<file path="src/sv/cfpsg_pkg.sv">
// Types and constants of the coplanar-free point set grower.
package cfpsg_pkg;

   localparam int CFG_WIDTH   = 8;
   localparam int COUNT_OUT_W = 8;
   localparam logic [CFG_WIDTH-1:0] CAP_RESET = 8'd128;

   localparam logic ACT_OFFER    = 1'b0;
   localparam logic ACT_TRUNCATE = 1'b1;

   typedef enum logic [2:0] {
      V_ADDED     = 3'd0,
      V_DUPLICATE = 3'd1,
      V_COLLINEAR = 3'd2,
      V_COPLANAR  = 3'd3,
      V_FULL      = 3'd4
   } verdict_type;

   typedef enum logic [3:0] {
      S_IDLE,
      S_DUP_RD,
      S_DUP_CHK,
      S_A_RD,
      S_A_LD,
      S_B_RD,
      S_B_LD,
      S_CROSS,
      S_CROSS_CHK,
      S_C_RD,
      S_C_LD,
      S_DET,
      S_DET_CHK,
      S_APPEND,
      S_DONE
   } state_type;

endpackage

</file>
<file path="src/sv/coplanar_free_point_set_grower.sv">
// Top level: point set grower with a shared multiply-accumulate and a scan sequencer.
//
//   channel | direction | handshake                | payload
//   --------+-----------+--------------------------+-------------------------------------
//   req     | in        | req_valid / req_stall    | action, point_x/y/z, keep_count
//   rsp     | out       | rsp_valid / rsp_stall    | accepted, verdict, set_count
//   csr     | in        | csr_write_enable         | csr_write_data (capacity limit)
//
// One transaction at a time: req_stall is high from acceptance until the result is
// loaded into the output register. An offer reads the stored points through the one
// read port and scans them with the one multiplier (six steps per pair, three per
// triple); a truncate skips the scan. Reset is synchronous: the set empties, the
// capacity returns to 128. A stalled result holds; the next request is still taken,
// and its result waits until the register frees.
module coplanar_free_point_set_grower #(
   parameter int MAX_POINTS = 128,
   parameter int COORD_BITS = 4
) (
   input  logic                  clock,
   input  logic                  reset,
   input  logic                  req_valid,
   output logic                  req_stall,
   input  logic                  req_action,
   input  logic [COORD_BITS-1:0] req_point_x,
   input  logic [COORD_BITS-1:0] req_point_y,
   input  logic [COORD_BITS-1:0] req_point_z,
   input  logic [7:0]            req_keep_count,
   output logic                  rsp_valid,
   input  logic                  rsp_stall,
   output logic                  rsp_accepted,
   output logic [2:0]            rsp_verdict,
   output logic [7:0]            rsp_set_count,
   input  logic                  csr_write_enable,
   input  logic [7:0]            csr_write_data
);

   localparam int IW  = (MAX_POINTS > 1) ? $clog2(MAX_POINTS) : 1;
   localparam int CW  = $clog2(MAX_POINTS + 1);
   localparam int LW  = (CW > cfpsg_pkg::CFG_WIDTH) ? CW : cfpsg_pkg::CFG_WIDTH;
   localparam int PTW = 3 * COORD_BITS;
   localparam int DW  = COORD_BITS + 1;     // signed coordinate difference
   localparam int XW  = 2 * DW + 1;         // cross product component
   localparam int PW  = DW + XW;            // multiplier product
   localparam int AW  = PW + 2;             // accumulator

   // Sequencer and counters
   cfpsg_pkg::state_type state_ff, state_in;
   logic [CW-1:0] count_ff, count_in;
   logic [CW-1:0] i_ff, i_in, j_ff, j_in, k_ff, k_in;
   logic [2:0]    op_ff, op_in;
   logic [cfpsg_pkg::CFG_WIDTH-1:0] cap_ff, cap_in;

   // Operand registers
   logic [PTW-1:0] q_ff, q_in, a_ff, a_in, b_ff, b_in, c_ff, c_in;
   logic signed [XW-1:0] cx_ff, cx_in, cy_ff, cy_in, cz_ff, cz_in;
   logic signed [AW-1:0] acc_ff, acc_in;

   // Pending result and output register
   logic                   res_accepted_ff, res_accepted_in;
   cfpsg_pkg::verdict_type res_verdict_ff, res_verdict_in;
   logic                   rsp_valid_ff, rsp_valid_in;
   logic                   rsp_accepted_ff, rsp_accepted_in;
   cfpsg_pkg::verdict_type rsp_verdict_ff, rsp_verdict_in;
   logic [7:0]             rsp_count_ff, rsp_count_in;

   // Point memory, one write and one registered read port
   logic [PTW-1:0] mem [MAX_POINTS];
   logic [PTW-1:0] rd_data_ff;
   logic [IW-1:0]  rd_addr;

   logic req_take, out_free, set_full, few_points, dup_hit, cross_zero, det_zero;
   logic signed [DW-1:0] ux, uy, uz, vx, vy, vz, wx, wy, wz;
   logic signed [DW-1:0] mul_a;
   logic signed [XW-1:0] mul_b;
   logic signed [PW-1:0] prod;
   logic signed [AW-1:0] acc_base, acc_next;
   logic                 mac_sub, mac_clear;

   function automatic logic signed [DW-1:0] axis_diff(
      input logic [PTW-1:0] p,
      input logic [PTW-1:0] r,
      input int             axis
   );
      logic [DW-1:0] pe, re;
      pe = DW'(p[axis*COORD_BITS +: COORD_BITS]);
      re = DW'(r[axis*COORD_BITS +: COORD_BITS]);
      return $signed(pe - re);
   endfunction

   assign req_take = req_valid && !req_stall;
   assign out_free = !rsp_valid_ff || !rsp_stall;

   // Full when the count reaches the register value or the storage depth
   assign set_full   = (LW'(count_ff) >= LW'(cap_ff)) || (count_ff >= CW'(MAX_POINTS));
   assign few_points = count_ff < CW'(2);
   assign dup_hit    = rd_data_ff == q_ff;
   assign cross_zero = (cx_ff == '0) && (cy_ff == '0) && (cz_ff == '0);
   assign det_zero   = acc_ff == '0;

   // Differences from the first point of the pair: u to b, v to candidate, w to c
   assign ux = axis_diff(b_ff, a_ff, 0);
   assign uy = axis_diff(b_ff, a_ff, 1);
   assign uz = axis_diff(b_ff, a_ff, 2);
   assign vx = axis_diff(q_ff, a_ff, 0);
   assign vy = axis_diff(q_ff, a_ff, 1);
   assign vz = axis_diff(q_ff, a_ff, 2);
   assign wx = axis_diff(c_ff, a_ff, 0);
   assign wy = axis_diff(c_ff, a_ff, 1);
   assign wz = axis_diff(c_ff, a_ff, 2);

   // Shared multiply-accumulate: operand pick per step
   always_comb begin
      mul_a = ux;
      mul_b = XW'(ux);
      if (state_ff == cfpsg_pkg::S_CROSS) begin
         case (op_ff)
            3'd0:    begin mul_a = uy; mul_b = XW'(vz); end
            3'd1:    begin mul_a = uz; mul_b = XW'(vy); end
            3'd2:    begin mul_a = uz; mul_b = XW'(vx); end
            3'd3:    begin mul_a = ux; mul_b = XW'(vz); end
            3'd4:    begin mul_a = ux; mul_b = XW'(vy); end
            default: begin mul_a = uy; mul_b = XW'(vx); end
         endcase
      end else begin
         case (op_ff)
            3'd0:    begin mul_a = wx; mul_b = cx_ff; end
            3'd1:    begin mul_a = wy; mul_b = cy_ff; end
            default: begin mul_a = wz; mul_b = cz_ff; end
         endcase
      end
   end

   // Cross steps pair up (plus, minus); a determinant starts clear at step zero
   assign mac_sub   = (state_ff == cfpsg_pkg::S_CROSS) && op_ff[0];
   assign mac_clear = (state_ff == cfpsg_pkg::S_CROSS) ? !op_ff[0] : (op_ff == 3'd0);
   assign prod      = mul_a * mul_b;
   assign acc_base  = mac_clear ? '0 : acc_ff;
   assign acc_next  = mac_sub ? (acc_base - AW'(prod)) : (acc_base + AW'(prod));

   // Next state
   always_comb begin
      state_in = state_ff;
      unique case (state_ff)
         cfpsg_pkg::S_IDLE: begin
            if (req_take) begin
               state_in = (req_action == cfpsg_pkg::ACT_TRUNCATE) ?
                          cfpsg_pkg::S_DONE : cfpsg_pkg::S_DUP_RD;
            end
         end
         cfpsg_pkg::S_DUP_RD: begin
            if (i_ff == count_ff) begin
               if (set_full)        state_in = cfpsg_pkg::S_DONE;
               else if (few_points) state_in = cfpsg_pkg::S_APPEND;
               else                 state_in = cfpsg_pkg::S_A_RD;
            end else begin
               state_in = cfpsg_pkg::S_DUP_CHK;
            end
         end
         cfpsg_pkg::S_DUP_CHK:
            state_in = dup_hit ? cfpsg_pkg::S_DONE : cfpsg_pkg::S_DUP_RD;
         cfpsg_pkg::S_A_RD:
            state_in = ((i_ff + CW'(1)) >= count_ff) ? cfpsg_pkg::S_APPEND : cfpsg_pkg::S_A_LD;
         cfpsg_pkg::S_A_LD:
            state_in = cfpsg_pkg::S_B_RD;
         cfpsg_pkg::S_B_RD:
            state_in = (j_ff == count_ff) ? cfpsg_pkg::S_A_RD : cfpsg_pkg::S_B_LD;
         cfpsg_pkg::S_B_LD:
            state_in = cfpsg_pkg::S_CROSS;
         cfpsg_pkg::S_CROSS:
            if (op_ff == 3'd5) state_in = cfpsg_pkg::S_CROSS_CHK;
         cfpsg_pkg::S_CROSS_CHK:
            state_in = cross_zero ? cfpsg_pkg::S_DONE : cfpsg_pkg::S_C_RD;
         cfpsg_pkg::S_C_RD:
            state_in = (k_ff == count_ff) ? cfpsg_pkg::S_B_RD : cfpsg_pkg::S_C_LD;
         cfpsg_pkg::S_C_LD:
            state_in = cfpsg_pkg::S_DET;
         cfpsg_pkg::S_DET:
            if (op_ff == 3'd2) state_in = cfpsg_pkg::S_DET_CHK;
         cfpsg_pkg::S_DET_CHK:
            state_in = det_zero ? cfpsg_pkg::S_DONE : cfpsg_pkg::S_C_RD;
         cfpsg_pkg::S_APPEND:
            state_in = cfpsg_pkg::S_DONE;
         cfpsg_pkg::S_DONE:
            if (out_free) state_in = cfpsg_pkg::S_IDLE;
         default:
            state_in = cfpsg_pkg::S_IDLE;
      endcase
   end

   // Outputs of the sequencer: handshake, read address, datapath updates
   always_comb begin
      req_stall       = state_ff != cfpsg_pkg::S_IDLE;
      rd_addr         = i_ff[IW-1:0];
      count_in        = count_ff;
      i_in            = i_ff;
      j_in            = j_ff;
      k_in            = k_ff;
      op_in           = op_ff;
      q_in            = q_ff;
      a_in            = a_ff;
      b_in            = b_ff;
      c_in            = c_ff;
      cx_in           = cx_ff;
      cy_in           = cy_ff;
      cz_in           = cz_ff;
      acc_in          = acc_ff;
      res_accepted_in = res_accepted_ff;
      res_verdict_in  = res_verdict_ff;
      rsp_valid_in    = rsp_valid_ff && rsp_stall;
      rsp_accepted_in = rsp_accepted_ff;
      rsp_verdict_in  = rsp_verdict_ff;
      rsp_count_in    = rsp_count_ff;
      cap_in          = csr_write_enable ? csr_write_data : cap_ff;

      unique case (state_ff)
         cfpsg_pkg::S_IDLE: begin
            if (req_take) begin
               q_in            = {req_point_z, req_point_y, req_point_x};
               i_in            = '0;
               res_accepted_in = 1'b0;
               res_verdict_in  = cfpsg_pkg::V_ADDED;
               // Truncate only shortens the set
               if ((req_action == cfpsg_pkg::ACT_TRUNCATE) &&
                   (LW'(req_keep_count) < LW'(count_ff))) begin
                  count_in = CW'(req_keep_count);
               end
            end
         end
         cfpsg_pkg::S_DUP_RD: begin
            if (i_ff == count_ff) begin
               if (set_full) res_verdict_in = cfpsg_pkg::V_FULL;
               i_in = '0;
            end
         end
         cfpsg_pkg::S_DUP_CHK: begin
            if (dup_hit) res_verdict_in = cfpsg_pkg::V_DUPLICATE;
            else         i_in = i_ff + CW'(1);
         end
         cfpsg_pkg::S_A_RD: ;
         cfpsg_pkg::S_A_LD: begin
            a_in = rd_data_ff;
            j_in = i_ff + CW'(1);
         end
         cfpsg_pkg::S_B_RD: begin
            rd_addr = j_ff[IW-1:0];
            if (j_ff == count_ff) i_in = i_ff + CW'(1);
         end
         cfpsg_pkg::S_B_LD: begin
            b_in  = rd_data_ff;
            op_in = '0;
         end
         cfpsg_pkg::S_CROSS: begin
            acc_in = acc_next;
            op_in  = op_ff + 3'd1;
            if (op_ff == 3'd1) cx_in = XW'(acc_next);
            if (op_ff == 3'd3) cy_in = XW'(acc_next);
            if (op_ff == 3'd5) cz_in = XW'(acc_next);
         end
         cfpsg_pkg::S_CROSS_CHK: begin
            if (cross_zero) res_verdict_in = cfpsg_pkg::V_COLLINEAR;
            else            k_in = j_ff + CW'(1);
         end
         cfpsg_pkg::S_C_RD: begin
            rd_addr = k_ff[IW-1:0];
            if (k_ff == count_ff) j_in = j_ff + CW'(1);
         end
         cfpsg_pkg::S_C_LD: begin
            c_in  = rd_data_ff;
            op_in = '0;
         end
         cfpsg_pkg::S_DET: begin
            acc_in = acc_next;
            op_in  = op_ff + 3'd1;
         end
         cfpsg_pkg::S_DET_CHK: begin
            if (det_zero) res_verdict_in = cfpsg_pkg::V_COPLANAR;
            else          k_in = k_ff + CW'(1);
         end
         cfpsg_pkg::S_APPEND: begin
            count_in        = count_ff + CW'(1);
            res_accepted_in = 1'b1;
            res_verdict_in  = cfpsg_pkg::V_ADDED;
         end
         cfpsg_pkg::S_DONE: begin
            // Load the output register once it is free
            if (out_free) begin
               rsp_valid_in    = 1'b1;
               rsp_accepted_in = res_accepted_ff;
               rsp_verdict_in  = res_verdict_ff;
               rsp_count_in    = 8'(count_ff);
            end
         end
         default: ;
      endcase
   end

   always_ff @(posedge clock) begin
      if (reset) begin
         state_ff     <= cfpsg_pkg::S_IDLE;
         count_ff     <= '0;
         cap_ff       <= cfpsg_pkg::CAP_RESET;
         rsp_valid_ff <= 1'b0;
      end else begin
         state_ff     <= state_in;
         count_ff     <= count_in;
         cap_ff       <= cap_in;
         rsp_valid_ff <= rsp_valid_in;
      end
   end

   always_ff @(posedge clock) begin
      i_ff            <= i_in;
      j_ff            <= j_in;
      k_ff            <= k_in;
      op_ff           <= op_in;
      q_ff            <= q_in;
      a_ff            <= a_in;
      b_ff            <= b_in;
      c_ff            <= c_in;
      cx_ff           <= cx_in;
      cy_ff           <= cy_in;
      cz_ff           <= cz_in;
      acc_ff          <= acc_in;
      res_accepted_ff <= res_accepted_in;
      res_verdict_ff  <= res_verdict_in;
      rsp_accepted_ff <= rsp_accepted_in;
      rsp_verdict_ff  <= rsp_verdict_in;
      rsp_count_ff    <= rsp_count_in;
   end

   // Append writes at the current count; reads are registered
   always_ff @(posedge clock) begin
      if (state_ff == cfpsg_pkg::S_APPEND) mem[count_ff[IW-1:0]] <= q_ff;
      rd_data_ff <= mem[rd_addr];
   end

   assign rsp_valid     = rsp_valid_ff;
   assign rsp_accepted  = rsp_accepted_ff;
   assign rsp_verdict   = rsp_verdict_ff;
   assign rsp_set_count = rsp_count_ff;

endmodule

</file>
<file path="config.mk">
export PLATFORM = sky130hd
export DESIGN_NAME = coplanar_free_point_set_grower
export DESIGN_NICKNAME = d
export VERILOG_FILES = /design/src/sv/cfpsg_pkg.sv /design/src/sv/coplanar_free_point_set_grower.sv
export SDC_FILE = /design/constraint.sdc
export NUM_CORES = 2
export LEC_CHECK = 0
export ABC_AREA = 1
export BUFFER_PORTS_ARGS = -buffer_cell sky130_fd_sc_hd__buf_2
export CORE_ASPECT_RATIO = 0.75
export CORE_MARGIN = 3
export CORE_UTILIZATION = 60
export CTS_CLUSTER_DIAMETER = 60
export DETAILED_ROUTE_END_ITERATION = 7
export PLACE_DENSITY = 0.8
export SYNTH_ARGS = -nofsm -noshare
export SYNTH_HDL_FRONTEND = slang
export SYNTH_SLANG_ARGS = --single-unit
</file>
<file path="constraint.sdc">
create_clock -name clock -period 16.3 [get_ports clock]
set_input_delay 2.445 -clock clock [delete_from_list [all_inputs] [get_ports clock]]
set_output_delay 2.445 -clock clock [all_outputs]
set_load 0.05 [all_outputs]
</file>
==> results by group <==
Clocking
  • CTS Root Cell: clkbuf_16
  • CTS H-tree lvls: 4
  • # Post-CTS Setup Buffers: 0
  • Post-CTS Hold Fix Bufs: 0
  • Post-cts resize count: 0
  • TritonCTS clock tree: yes
  • Reg clk slew, reported paths: around 60 ps
  • Worst skew pair latency: 800 ps
  • CTS Buffer Depth: 3
  • Sink Count: approximately 1.7k
  • TritonCTS Buffers: roughly 160

Min path
  • Hold Path Class: reg -> reg
  • Min-delay src: res_verdict_ff[2]$_DFFE_PP_

Timing
  • Setup Skew: 29.9 ps
  • Slew at the pin closest to its max-slew limit: about 1300 ps
  • RSZ-0062 raised after global routing: no
  • Fin crit period: ~8200 ps
  • Final Max Tran Viols: 0
  • Setup TNS: 0 ps
  • Fin crit share: 0.503
  • FMAX: 122 MHz
  • Setup ws final: ~8100 ps
  • Max_slew headroom: 0.103
  • Final Hold Viols: 0
  • # setup viols final: 0

Run status
  • Outcome: finished, final reports clean

Critical path
  • R2r setup slk: 8100 ps
  • Critical Path Sink: acc_ff[17]$_DFFE_PP_
  • CP endpoint kind: flop
  • R2R depth: 34
  • CP peak stage delay: 710 ps
  • Reg2Reg Launch Point: q_ff[0]$_DFFE_PP_
  • Critical Path Start: q_ff[0]$_DFFE_PP_
  • Worst Path Required: 16830 ps
  • WP data arrival: ~8700 ps
  • CP max-delay cell: buf_4
  • Worst reg2reg endpoint: acc_ff[17]$_DFFE_PP_
  • CP Launch Type: flop
  • Worst setup path class: reg -> reg
  • CP Max Fanout: a little over 60

Synth
  • Ranking of synthesized cells by area: edfxtp_1 63%, nand3_1 10%, nand2_1 8.0%
  • Synthesized Nets: a little over 8k
  • Top_reg_cell synth: edfxtp_1
  • Seq/Total Area, Yosys: 0.634
  • Post-synth EDFFs: 1678
  • Ys async rst share: 0
  • Number of synthesized register bits: approximately 1.7k
  • Leading area contributor after synthesis: edfxtp_1
  • Synth Area per Inst: just over 10 um2
  • Cells after synthesis: roughly 8.0k
  • Unique masters post-synth: 52
  • Yosys Warn Count: 0
  • Yosys top cell area share: 0.625
  • Mapped Area: 80600 um2

Global routing
  • Grt ovf: 0
  • GRT Overall Usage: 0.316
  • Initial antenna violation count: 5
  • First-pass GRT wire length: between 300000 and 400000 um
  • Vias in the first global route: about 55k
  • Largest net degree at the start of global routing: just under 200

Detailed routing
  • DRT Wirelength: between 200000 and 250000 um
  • WL per Instance: 22.6 um
  • Antenna-violating nets left: 0
  • Drt initial violations: 9010
  • First-pass DRT Iterations: 7
  • Routed vias: about 58k
  • Detailed-route DRC error count: 0
  • Via/cell ratio: slightly below 6

Layout
  • Share of cells above drive strength 1: 0.0504
  • Layout area overhead: 8.33%
  • # fillers: 9660
  • Final nets: just over 8k
  • Final Util: 0.660

Placement
  • Dpl hpwl: approximately 130000 um
  • Port Buf Inserts: between 40 and 50
  • Pre-CTS WS: roughly 8200 ps
  • Gpl congestion: 0.934

Floorplan
  • I/O pin count: 48
  • Die Wd: ~430 um
  • Core Rows: roughly 120
  • Die ar.: between 100000 and 150000 um2
  • Core area: between 100000 and 150000 um2
  • Die height: about 320 um
  • Starting density of the core: 0.609

Job
  • Max Cap Viol: 0

Power
  • Leak pwr: between 30 and 40 nW
  • Pwr/cell area: between 200 and 250 nW/um2
  • Maximum vdd ir drop: about 0.29 mV
worst min-delay path by stage:
stage | to | slack (ps) | cells after the start
global route | rsp_verdict[2]$_DFFE_PP_ | 430 | 0
detailed placement | rsp_verdict[2]$_DFFE_PP_ | 410 | 0
floorplan | rsp_accepted$_DFFE_PP_ | 400 | 0
global placement | rsp_verdict[2]$_DFFE_PP_ | 410 | 0
CTS | rsp_verdict[2]$_DFFE_PP_ | 420 | 0
finish | rsp_verdict[2]$_DFFE_PP_ | 420 | 0
synth_stat cells (3+ instances only):
cell type / number
a211oi_1: 8
a21oi_1: 82
a22o_1: 3
a31oi_1: 10
buf_1: 19
buf_2: 222
buf_4: 6
buf_6: 3
clkbuf_1: 151
clkinv_1: 8
dfxtp_1: 33
edfxtp_1: 1678
fa_1: 46
ha_1: 113
inv_1: 1496
inv_2: 10
nand2_1: 1712
nand2_2: 4
nand3_1: 1611
nand3b_1: 221
nand4_1: 22
nor2_1: 319
nor3_1: 19
nor4_1: 16
o211ai_1: 5
o21ai_0: 67
o21bai_1: 4
o221ai_1: 4
o22ai_1: 9
o31ai_1: 3
or2_2: 6
xnor2_1: 24
xor2_1: 48
per-layer routing:
metal | up-vias | wire length [um] | GRT usage
met2 | 3815 | 95700 | 0.462
li1 | 26200 | - | -
met5 | - | 0 | 0.00134
met4 | 0 | 9350 | 0.131
met3 | 545 | 30700 | 0.0826
met1 | 27300 | 85600 | 0.453
where the power goes:
| part | leakage [nW] | internal [mW] | total [mW] | switching (mW) |
|---|---|---|---|---|
| clock network | 2.51 | 2.12 | 3.75 | 1.63 |
| logic | 18.5 | 2.53 | 8.93 | 6.40 |
| registers | 15.4 | 5.60 | 5.70 | 0.0981 |
cells in the final DEF, fill, tap and decap left out, drive strengths merged, types with 2 or more instances in the layout:
cell type  count
a221oi         2
o21a           2
nor2         322
clkinvlp       3
edfxtp      1678
a2111oi        2
o21bai         4
nor4          16
bufinv        15
o311ai         2
a211oi         8
dfxtp         33
a311oi         2
a21oi         84
or2            6
nand4         22
o31ai          3
a31oi         10
fa            46
xor2          48
clkbuf       205
ha           113
nor3          19
nand2       1716
o21ai         68
o22ai          9
diode          6
nand3       1612
o2111ai        2
xnor2         24
inv         1512
and3           2
o211ai         5
nand3b       221
buf          146
clkinv        62
a22o           3
o221ai         4
critical path, delay by kind of cell (launching register included):
| kind | cells | cell delay (ps) |
|---|---|---|
| buf+inv | 7 | 1220 |
| simple gates | 15 | 1910 |
| flops | 1 | 330 |
| fa+ha+maj | 7 | 2690 |
| compound gates | 3 | 1280 |
| xor+xnor | 2 | 490 |
area by class of cell:
type / count / area, um2 / share of cell area
repair buffers: 146 / 1070 / 0.0123
clock buffers: 205 / 4340 / 0.0498
multi-input cells: 4384 / 22100 / 0.253
well taps: 1755 / 2200 / 0.0252
clock inverters: 78 / 800 / 0.00916
diodes: 6 / 15.0 / 0.000172
inverters: 1514 / 5700 / 0.0653
flip-flops and latches: 1711 / 51000 / 0.585
stage by stage:
stage / cells / hold slack (ps) / instance area (um2) / power (mW)
3_3_place_gp: 9508 / 406 / 82100 / 14.3
2_1_floorplan: 8010 / 400 / 80600 / 11.8
4_1_cts: 9791 / 419 / 87300 / 18.2
3_5_place_dp: 9508 / 407 / 82100 / 14.4
6_report: 9799 / 417 / 87300 / 18.4
5_1_grt: 9797 / 434 / 87300 / 19.4
cells by family (layout without fill, tap and decap cells):
kind of cell,after synthesis,in the layout,share of synthesized area
compound gates,215,215,0.0155
xor+xnor,72,72,0.00783
fa+ha+maj,159,159,0.0290
buf+inv,1915,1943,0.0932
flops,1711,1711,0.634
other cells,0,6,0
simple gates,3938,3938,0.221
flip-flops by register name, summed over array words and instances, names as in the netlist, 12 cells and up:
register,cells
c_ff,12
rd_data_ff,12
mem,1536
b_ff,12
acc_ff,18
q_ff,12
a_ff,12
(Power assumes the default switching activity.)
